`src/rtl/mlpe_pkg.sv`:
```
// ----------------------------------------------------------------------------
// mlpe_pkg
// Shared types and constants of the marker/length payload extractor.
// ----------------------------------------------------------------------------
package mlpe_pkg;

  localparam int unsigned MAX_PACKET_BYTES_DEF = 1024;
  localparam int unsigned LEN_W                = 17;
  localparam int unsigned WIN_W                = 11;
  localparam int unsigned PAYLOAD_OFFSET       = 9;
  localparam int unsigned DIGIT_COUNT          = 5;
  localparam int unsigned SIZE_TAG_BYTES       = 4;

  localparam logic [WIN_W-1:0] MARKER_WINDOW_RESET = 11'd300;
  localparam logic [39:0]      MARK_STONE          = 40'h73746F6E65;
  localparam logic [31:0]      MARK_SIZE           = 32'h73697A65;
  localparam logic [7:0]       CHAR_ZERO           = 8'h30;
  localparam logic [7:0]       CHAR_NINE           = 8'h39;

  localparam logic KIND_LOAD = 1'b0;
  localparam logic KIND_READ = 1'b1;

  typedef struct packed {
    logic packet_done;
    logic marker_seen;
    logic size_seen;
  } scan_flags_t;

endpackage

```
`src/rtl/mlpe_scan.sv`:
```
// ----------------------------------------------------------------------------
// mlpe_scan
// Per-byte packet scanner: store write port, marker match, size tag match
// and decimal length parsing.
// ----------------------------------------------------------------------------
module mlpe_scan import mlpe_pkg::*; #(
  parameter int unsigned MAX_PACKET_BYTES = MAX_PACKET_BYTES_DEF,
  localparam int unsigned PW = $clog2(MAX_PACKET_BYTES + 1),
  localparam int unsigned AW = $clog2(MAX_PACKET_BYTES)
) (
  input  logic              clk_i,
  input  logic              rst_ni,
  input  logic              load_i,
  input  logic [7:0]        data_byte_i,
  input  logic              eop_i,
  input  logic [WIN_W-1:0]  marker_window_i,
  output scan_flags_t       flags_o,
  output logic [PW-1:0]     size_pos_o,
  output logic [LEN_W-1:0]  length_o,
  output logic [PW-1:0]     write_pos_o,
  output logic              we_o,
  output logic [AW-1:0]     waddr_o
);

  localparam int unsigned CW = ((PW > LEN_W) ? PW : LEN_W) + 2;
  localparam logic [CW-1:0] MAX_C = CW'(MAX_PACKET_BYTES);

  logic [PW-1:0]    write_pos_q, write_pos_d;
  logic [39:0]      recent_q, recent_d;
  logic             marker_q, marker_d;
  logic             size_q, size_d;
  logic [PW-1:0]    size_pos_q, size_pos_d;
  logic [LEN_W-1:0] length_q, length_d;
  logic             done_q, done_d;
  logic             stopped_q, stopped_d;

  logic [CW-1:0]    pos_c;
  logic [CW-1:0]    sp_c;
  logic [39:0]      recent_new;
  logic             in_range;
  logic             is_digit;

  // A load after a finished packet starts from cleared state.
  always_comb begin
    pos_c      = done_q ? '0 : CW'(write_pos_q);
    sp_c       = CW'(size_pos_q);
    recent_new = {(done_q ? 32'd0 : recent_q[31:0]), data_byte_i};
    in_range   = pos_c < MAX_C;
    is_digit   = (data_byte_i >= CHAR_ZERO) && (data_byte_i <= CHAR_NINE);

    write_pos_d = write_pos_q;
    recent_d    = recent_q;
    marker_d    = marker_q;
    size_d      = size_q;
    size_pos_d  = size_pos_q;
    length_d    = length_q;
    done_d      = done_q;
    stopped_d   = stopped_q;

    if (load_i) begin
      if (done_q) begin
        write_pos_d = '0;
        recent_d    = '0;
        marker_d    = 1'b0;
        size_d      = 1'b0;
        size_pos_d  = '0;
        length_d    = '0;
        done_d      = 1'b0;
        stopped_d   = 1'b0;
      end
      if (in_range) begin
        recent_d    = recent_new;
        write_pos_d = PW'(pos_c + CW'(1));
        if (!marker_d && (pos_c >= CW'(4)) &&
            ((pos_c - CW'(4)) < CW'(marker_window_i)) && (recent_new == MARK_STONE)) begin
          marker_d = 1'b1;
        end
        if (size_d && !stopped_d && (pos_c >= sp_c + CW'(SIZE_TAG_BYTES)) &&
            (pos_c < sp_c + CW'(SIZE_TAG_BYTES + DIGIT_COUNT))) begin
          if (is_digit) begin
            length_d = (length_q << 3) + (length_q << 1) + LEN_W'(data_byte_i[3:0]);
          end else begin
            stopped_d = 1'b1;
          end
        end
        if (!size_d && (pos_c >= CW'(4)) && (recent_new[31:0] == MARK_SIZE)) begin
          size_d     = 1'b1;
          size_pos_d = PW'(pos_c - CW'(3));
        end
      end
      if (eop_i) begin
        done_d = 1'b1;
      end
    end
  end

  always_ff @(posedge clk_i or negedge rst_ni) begin
    if (!rst_ni) begin
      write_pos_q <= '0;
      recent_q    <= '0;
      marker_q    <= 1'b0;
      size_q      <= 1'b0;
      size_pos_q  <= '0;
      length_q    <= '0;
      done_q      <= 1'b0;
      stopped_q   <= 1'b0;
    end else begin
      write_pos_q <= write_pos_d;
      recent_q    <= recent_d;
      marker_q    <= marker_d;
      size_q      <= size_d;
      size_pos_q  <= size_pos_d;
      length_q    <= length_d;
      done_q      <= done_d;
      stopped_q   <= stopped_d;
    end
  end

  assign flags_o.packet_done = done_q;
  assign flags_o.marker_seen = marker_q;
  assign flags_o.size_seen   = size_q;
  assign size_pos_o          = size_pos_q;
  assign length_o            = length_q;
  assign write_pos_o         = write_pos_q;
  assign we_o                = load_i && in_range;
  assign waddr_o             = pos_c[AW-1:0];

endmodule

```
`config.mk`:
```
export PLATFORM = sky130hd
export DESIGN_NAME = mlpe_scan
export DESIGN_NICKNAME = d
export VERILOG_FILES = /design/src/rtl/mlpe_pkg.sv /design/src/rtl/mlpe_scan.sv
export SDC_FILE = /design/constraint.sdc
export NUM_CORES = 1
export LEC_CHECK = 0
export ABC_AREA = 1
export BUFFER_PORTS_ARGS = -buffer_cell sky130_fd_sc_hd__buf_2
export CORE_MARGIN = 2
export CORE_UTILIZATION = 60
export DETAILED_ROUTE_END_ITERATION = 8
export PLACE_DENSITY = 0.83
export SLEW_MARGIN = 20
export SYNTH_ARGS = -nofsm -noshare
export SYNTH_HDL_FRONTEND = slang
export SYNTH_SLANG_ARGS = --single-unit
```
`constraint.sdc`:
```
create_clock -name clk_i -period 7.36 [get_ports clk_i]
set_clock_uncertainty 0.2 [all_clocks]
set_input_delay 0.736 -clock clk_i [delete_from_list [all_inputs] [get_ports clk_i]]
set_output_delay 0.736 -clock clk_i [all_outputs]
set_load 0.005 [all_outputs]
```
# Word-level counts from Yosys, hierarchy flattened
# Index checks and enable logic that the tools add are counted.
# classes
mux	27
magnitude_cmp	7
reduce_logical	15
eq_ne	2
add_sub_neg	7
# op_table
operator	n
$mux W32	3
$mux W17	4
$mux W11	6
$eq A40 B39 Y1 const B	1
$eq A32 B31 Y1 const B	1
$lt A19 B11 Y1	1
$add A17 B17 Y17	1
$add A17 B4 Y17	1
$mux W1	14
$add A11 B3 Y12 const B	1
$add A11 B4 Y12 const B	1
$ge A11 B12 Y1	1
$lt A11 B12 Y1	1
$sub A11 B3 Y12 const B	1
$add A11 B1 Y11 const B	1
$ge A11 B3 Y1 const B	1
$lt A11 B11 Y1 const B	1
$sub A11 B2 Y11 const B	1
$logic_and A1 B1 Y1	10
$ge A8 B6 Y1 const B	1
$le A8 B6 Y1 const B	1
$logic_not A1 Y1	3
$reduce_and A2 Y1	1
$reduce_bool A2 Y1	1
# totals
in_bits	23
word_cells	66
reg_bits	75

# Depth between registers and ports, before layout
# Gate-level depths: netlist (run 1).
# depth
word_depth	8
ltp_mapped	21
depth_no_buf	20

# Least setup slack after synthesis (run 1)
# No wires, ideal clock.
# synth_timing
kind	in2reg
start	input port data_byte_i[3]
end	register length_q[16] (netlist: length_o[16])
path_stages	10
arrival_ns	2.571
required_time_ns	7.044
setup_ns	0.116
setup_slack_ns	4.473
cell_sequence	fa_1 fa_1 nand3_1 o2111ai_1 a211oi_1 nor2_1 nor2_1 nand2_1 nand2_1 nand2_1
# synth_via
elab_chain_len	5
word_cells_on_any_way	7
# synth_rtl
item	line	rtl
start, declared	mlpe_scan.sv:14	input logic [7:0] data_byte_i,
parallel branches: the longest is 2 deep, another holds $add A17 B4 Y17	--	
$mux W17 *	mlpe_scan.sv:80	if (is_digit) begin
$mux W17 *	mlpe_scan.sv:78	if (size_d && !stopped_d && (pos_c >= sp_c + CW'(SIZE_TAG_BYTES)) &&
$mux W17 *	mlpe_scan.sv:71	if (in_range) begin
end signal, assigned	mlpe_scan.sv:113	length_q <= length_d;
end, declared	mlpe_scan.sv:33	logic [LEN_W-1:0] length_q, length_d;
# Every way passes the cells marked *.
# A chain may end at the register's enable or synchronous reset.

# Worst setup path in the final report (run 1)
# layout_timing
start	register done_q
end	register recent_q[25]
# layout_via
elab_chain_len	4
word_cells_on_any_way	6
# layout_rtl
item	line	rtl
start, declared	mlpe_scan.sv:34	logic done_q, done_d;
start signal, assigned	mlpe_scan.sv:114	done_q <= done_d;
$mux W11	mlpe_scan.sv:45	pos_c = done_q ? '0 : CW'(write_pos_q);
$lt A11 B11 Y1	mlpe_scan.sv:48	in_range = pos_c < MAX_C;
$reduce_bool A2 Y1 (no line)	--	
$reduce_and A2 Y1 (no line)	--	
end signal, assigned	mlpe_scan.sv:109	recent_q <= recent_d;
end, declared	mlpe_scan.sv:29	logic [39:0] recent_q, recent_d;
# Parallel ways exist; a longest one is shown, timed or not.

==> qor.csv, run 1 <==
metric;value;unit
Crit-path slowest cell;dfrtp_1;
Antenna Cells;0;
Longest Clk Path Bufs;2;
Synth top area share;32.19;%
DRT Pass-1 Iters;5;
kind of start point of the critical path;flip-flop;
pwr/cell area;164.1;nW/um2
outcome;complete, no violations;
DRC Markers;0;
CP arrival;4.07;ns
gpl congestion;0.9623;
Area Overhead vs Synth;10.69;%
Die H;102.6;um
Setup TNS Final;0;ns
endpoint class of the critical path;flip-flop;
GRT Util Overall;31.22;%
Multi-input gate area;3465;um2
most used cell, CP;a21oi_1;
flops & latches, synth;75;
slowest cell delay on critical path;0.96;ns
count leader, synth;nand2_1;
Net Sw Frac;36.96;%
clock power share;30.1;%
DRT antenna net count;0;
R2R Setup Slk;3.31;ns
multiplexer area fraction after synthesis;0;%
H-tree depth;3;
critical path fanouts, max;40;
fin crit period;4.051;ns
synth top area cells;dfrtp_1, nand2_1, ha_1;
VDD IR-drop max;0.00009114;V
Total Power;1.059;mW
Via density;5.743;
largest net degree at the start of global routing;76;
Fillers;857;
Max-Cap Viols;0;
synth cell count leaders;nand2_1, inv_1, dfrtp_1;
final worst slack;3.309;ns
Reg clk slew, reported paths;0.10;ns
Final Setup Violations;0;
synthesized instance count;801;
Avg Inst Size Synth;7.279;um2
Synthesis Warnings;0;
fin nets;950;
DR vias;5726;
Setup Buffers After CTS;0;
routed len/inst;15.46;um
vias in the first global route;5614;
Worst Hold Class;in -> async;
critical path type;reg -> reg;
die area;10520;um2
Psw;391.4;uW
P_int;667.4;uW
Post-synth EDFFs;0;
core box area;9328;um2
Finished Cell Area;6454;um2
CTS buffer count;9;
WP data required;7.38;ns
latest clock arrival within the worst-skew pair;0.36;ns
sequential share of power;44.0;%
Worst slew margin;32.52;%
R2R depth;6;
Synth Net Count;888;
antenna violations before repair;0;
crit-path cells;nor2_1, nor2_2, buf_4, clkinv_1, a21oi_1, a21oi_1;
XOR/XNOR share of the synthesized area;5.708;%
compound-gate portion of the synthesized area;11.31;%
Worst-Margin Slew;1.006;ns
Primary FF master, synth;dfrtp_1;
initial core utilization;62.51;%
top cell type by total area after synthesis;dfrtp_1;
Placement Rows;35;
GR Overflow Total;0;
CP Buf/Inv Count;2;
ys async rst share;100.0;%
register area;1877;um2
I/O pins;76;
Post-Syn Area;5831;um2
post-synthesis sequential area ratio;32.19;%
Detailed Route WL;15420;um
Horiz. Die Dim;102.6;um
Combinational Power Share;25.9;%
Final Hold Viols;0;
DR iter-0 viols;392;
fmax;0.2469;GHz
Distinct cells, synth;41;
post-CTS sizing;0;
unrepaired setup endpoints after global routing;false;
Reg-to-Reg End;recent_q[25];
worst r2r src;done_q;
post-DP HPWL;11520;um
CTS Hold Buffers Added;0;
Root Buffer;clkbuf_8;
CTS tree;yes;
fin. max-slew vios;0;
final cycle utilization of the critical path;55.04;%
largest family of logic cells by synthesized area;simple AND/OR/NAND/NOR gates;
Setup WS pre-CTS;3.425;ns
port bufs;75;
first-pass GRT wire length;25950;um
Post-Synth Adder-Cell Area;13.99;%
clock sink count;75;
Placed Area;6264;um2
Leakage;3.580;nW
simple-gate portion of the synthesized area;28.37;%
ratio of cells with drive above 1 in the final layout;12.79;%
Crit path max-delay family;buffers and inverters;
==> cells by family (layout without fill, tap and decap cells) <==
logic type | Yosys count | after routing
compound gates | 118 | 118
xor+xnor | 38 | 38
fa+ha+maj | 64 | 64
buf+inv | 125 | 192
flops | 75 | 75
simple gates | 381 | 381
==> worst max path at each step <==
stage	start	end	slack, ns	cells past startpoint
floorplan	data_byte_i[3]	length_o[16]	4.47	10
global placement	done_q	marker_q	3.56	19
detailed placement	done_q	length_o[14]	3.42	17
CTS	done_q	length_o[14]	3.40	17
global route	done_q	length_o[16]	3.01	15
finish	done_q	recent_q[25]	3.31	6
==> state kept, by name, indices dropped and copies added (netlist names) <==
| signal | cells |
|---|---|
| done_q | 1 |
| length_o | 17 |
| marker_q | 1 |
| recent_q | 32 |
| size_pos_o | 11 |
| size_q | 1 |
| stopped_q | 1 |
| write_pos_o | 11 |
==> metal layers <==
layer | wire [um] | track usage (%) | part of all wire [%] | vias up
li1 | - | - | - | 2749
met1 | 6486 | 39.48 | 42 | 2695
met2 | 7477 | 53.09 | 49 | 230
met3 | 835 | 3.390 | 5.4 | 52
met4 | 616 | 15.79 | 4.0 | 0
met5 | 0 | 0 | 0 | -
==> stage by stage <==
step / instances / util (%) / hold slack (ns)
after CTS: 997 / 69.19 / 0.2862
final: 997 / 69.19 / 0.2900
after floorplan: 801 / - / 0.2404
after detailed placement: 981 / 67.15 / 0.2612
after global placement: 981 / 67.15 / 0.2571
after global routing: 997 / 69.19 / 0.3053
==> layout by cell type, fill, tap and decap left out, types with 9 or more instances in the layout <==
master    netlist  layout
dfrtp_1        75      75
buf_2           6      74
nand4_1        12      12
a21oi_1        30      30
nand3_1        65      65
inv_1          95      94
xnor2_1        10      10
nor2_1         45      44
nand2_1       229     229
clkbuf_8        0       9
xor2_1         28      28
o21ai_1         9       9
o21ai_0        52      52
ha_1           62      62
==> cell type report <==
type | instances | area share (%)
multi-input combinational | 601 | 53.68
sequential | 75 | 29.08
timing repair buffer | 76 | 5.971
inverter | 100 | 5.816
tap | 129 | 2.501
clock buffer | 9 | 1.919
clock inverter | 7 | 1.028
==> power groups by stage <==
stage | combinational [mW] | sequential (mW) | clock [mW]
floorplan | 0.190 | 0.465 | 0
global placement | 0.260 | 0.471 | 0
detailed placement | 0.271 | 0.473 | 0
CTS | 0.273 | 0.465 | 0.322
global route | 0.315 | 0.469 | 0.340
finish | 0.274 | 0.466 | 0.319
Note: power is estimated with default switching activity, not from simulation.
==> inputs of run 2 (changes only) <==
--- a/config.mk
+++ b/config.mk
@@ -8,9 +8,9 @@
 export ABC_AREA = 1
 export BUFFER_PORTS_ARGS = -buffer_cell sky130_fd_sc_hd__buf_2
 export CORE_MARGIN = 2
-export CORE_UTILIZATION = 60
+export CORE_UTILIZATION = 59
 export DETAILED_ROUTE_END_ITERATION = 8
-export PLACE_DENSITY = 0.83
+export PLACE_DENSITY = 0.82
 export SLEW_MARGIN = 20
 export SYNTH_ARGS = -nofsm -noshare
 export SYNTH_HDL_FRONTEND = slang
==> constraint.sdc (replaced) <==
create_clock -name clk_i -period 4.1 [get_ports clk_i]
set_clock_uncertainty 0.2 [all_clocks]
set_input_delay 0.41 -clock clk_i [delete_from_list [all_inputs] [get_ports clk_i]]
set_output_delay 0.41 -clock clk_i [all_outputs]
set_load 0.005 [all_outputs]
==> qor.csv, run 2 (synthesis results as in run 1) <==
metric;value;unit;change
crit path from;done_q;;
port bufs;75;;unchanged
first-pass GRT wire length;25720;um;-0.90%
post-DP HPWL;11850;um;+2.8%
gpl congestion;0.9017;;-6.3%
fmax;0.2815;GHz;+14%
most used cell, CP;nand2_1;;
Area Overhead vs Synth;11.33;%;
Setup TNS Final;0;ns;unchanged
R2R depth;15;;+9
Reg clk slew, reported paths;0.10;ns;about the same
Via density;5.729;;-0.24%
initial core utilization;60.21;%;-2.3 points
Die H;103.4;um;+0.81%
pwr/cell area;293.1;nW/um2;+79%
Final Setup Violations;0;;unchanged
Max-Cap Viols;0;;unchanged
unrepaired setup endpoints after global routing;false;;
DRC Markers;0;;unchanged
post-CTS sizing;0;;unchanged
Final Hold Viols;26;;+26
die area;10690;um2;+1.6%
CP arrival;3.62;ns;-0.45 ns
DRT antenna net count;0;;unchanged
CTS buffer count;9;;unchanged
critical path fanouts, max;15;;-63%
worst r2r src;done_q;;
slowest cell delay on critical path;0.57;ns;-0.39 ns
Worst-Margin Slew;1.026;ns;+0.01990 ns
GR Overflow Total;0;;unchanged
antenna violations before repair;0;;unchanged
final worst hold slack;-0.02947;ns;-0.3194 ns
outcome;complete, but fails checks;;
commonest non-fill, non-tap cell in the layout;nand2_1;;
Final Core Density;67.03;%;-2.2 points
Critical Path Stages;15;;+9
final non-filler cell total;1005;;+0.80%
Total Power;1.903;mW;+80%
WP data required;4.17;ns;-3.21 ns
most frequent cells in the layout;nand2_1, inv_1, dfrtp_1;;
Antenna Cells;0;;unchanged
Worst slew margin;31.19;%;-1.3 points
latest clock arrival within the worst-skew pair;0.37;ns;about the same
DR iter-0 viols;297;;-24%
vias in the first global route;5466;;-2.6%
Root Buffer;clkbuf_8;;
CTS tree;yes;;
failing checks;negative hold slack;;
crit-path cells;nor2_1, ha_1, inv_1, o21bai_1, a21o_1, a21oi_1, inv_1, nand3_1, nand3_1, nor2_4, nand2_1, nor2_1, nand2_1, nand2_1, nand2_1;;
Reg with most FFs;recent_q;;
VDD IR-drop max;0.0002244;V;+150%
Leakage;3.598;nW;+0.53%
CP Buf/Inv Count;2;;unchanged
I/O pins;76;;unchanged
fin nets;954;;+0.42%
routed len/inst;15.79;um;+2.1%
DR vias;5758;;+0.56%
fin. max-slew vios;0;;unchanged
clock sink count;75;;unchanged
CTS Hold Buffers Added;0;;unchanged
endpoint class of the critical path;flip-flop;;
Largest register FFs;32;;unchanged
Worst Hold Class;in -> async;;
kind of start point of the critical path;flip-flop;;
Placement Rows;36;;+2.9%
fin crit period;3.553;ns;-0.4982 ns
final cycle utilization of the critical path;86.65;%;+32 points
ratio of cells with drive above 1 in the final layout;13.19;%;+0.40 points
Setup Buffers After CTS;0;;unchanged
core box area;9684;um2;+3.8%
Post-Place Cells;989;;+0.82%
critical path type;reg -> reg;;
H-tree depth;3;;unchanged
Detailed Route WL;15870;um;+2.9%
Longest Clk Path Bufs;2;;unchanged
Crit path max-delay family;simple AND/OR/NAND/NOR gates;;
largest net degree at the start of global routing;76;;unchanged
Horiz. Die Dim;103.4;um;+0.81%
DRT Pass-1 Iters;5;;unchanged
GRT Util Overall;30.83;%;-0.39 points
Crit-path slowest cell;dfrtp_1;;
-- run 2: cell count changes in the layout (fill, tap and decap cells not counted) --
cell and delta:
clkinv_8 +1, inv_8 -2, buf_4 +4, inv_6 +1
-- run 2: metrics by stage --
step	area, um2	setup slack, ns
3_5_place_dp	6299	0.6532
3_3_place_gp	6299	0.7869
5_1_grt	6491	0.2351
2_1_floorplan	5831	1.347
4_1_cts	6491	0.6159
6_report	6491	0.5474
-- run 2: area by class of cell --
type	count	area (um2)
inverters	100	375.4
clock inverters	7	68.82
repair buffers	80	415.4
clock buffers	9	123.9
fillers	861	3193
well taps	133	166.4
multi-input cells	601	3465
flip-flops and latches	75	1877
-- run 2: routing by layer --
metal  routed length (um)  vias up  part of all wire (%)  track usage (%)
met5                    0        -                     0                0
met4                  558        0                   3.5            13.87
met3                  889       49                   5.6            5.444
met2                 7532      217                    47            51.56
met1                 6887     2728                    43            39.12
li1                     -     2764                     -                -
-- run 2: worst register-to-register path: stages, from the launching register on --
cell,delay (ns)
dfrtp_1,0.57
nor2_1,0.52
ha_1,0.33
inv_1,0.05
o21bai_1,0.06
a21o_1,0.16
a21oi_1,0.20
inv_1,0.09
nand3_1,0.10
nand3_1,0.12
nor2_4,0.31
nand2_1,0.37
nor2_1,0.20
nand2_1,0.07
nand2_1,0.06
nand2_1,0.05
-- run 2: path summary, 6_finish.rpt --
check	slack (ns)	end
max	0.55	length_o[16]
min reg2reg	0.29	recent_q[14]
min	-0.03	write_pos_o[6]
max in group asynchronous	3.10	length_o[14]
min in group clk_i	0.06	done_q
max reg2reg	0.55	length_o[16]
-- run 2: power by group --
group,total (mW),internal (mW),leakage (nW),switching (mW)
clock network,0.566,0.235,0.0915,0.331
registers,0.834,0.788,1.00,0.0461
logic,0.502,0.177,2.50,0.326
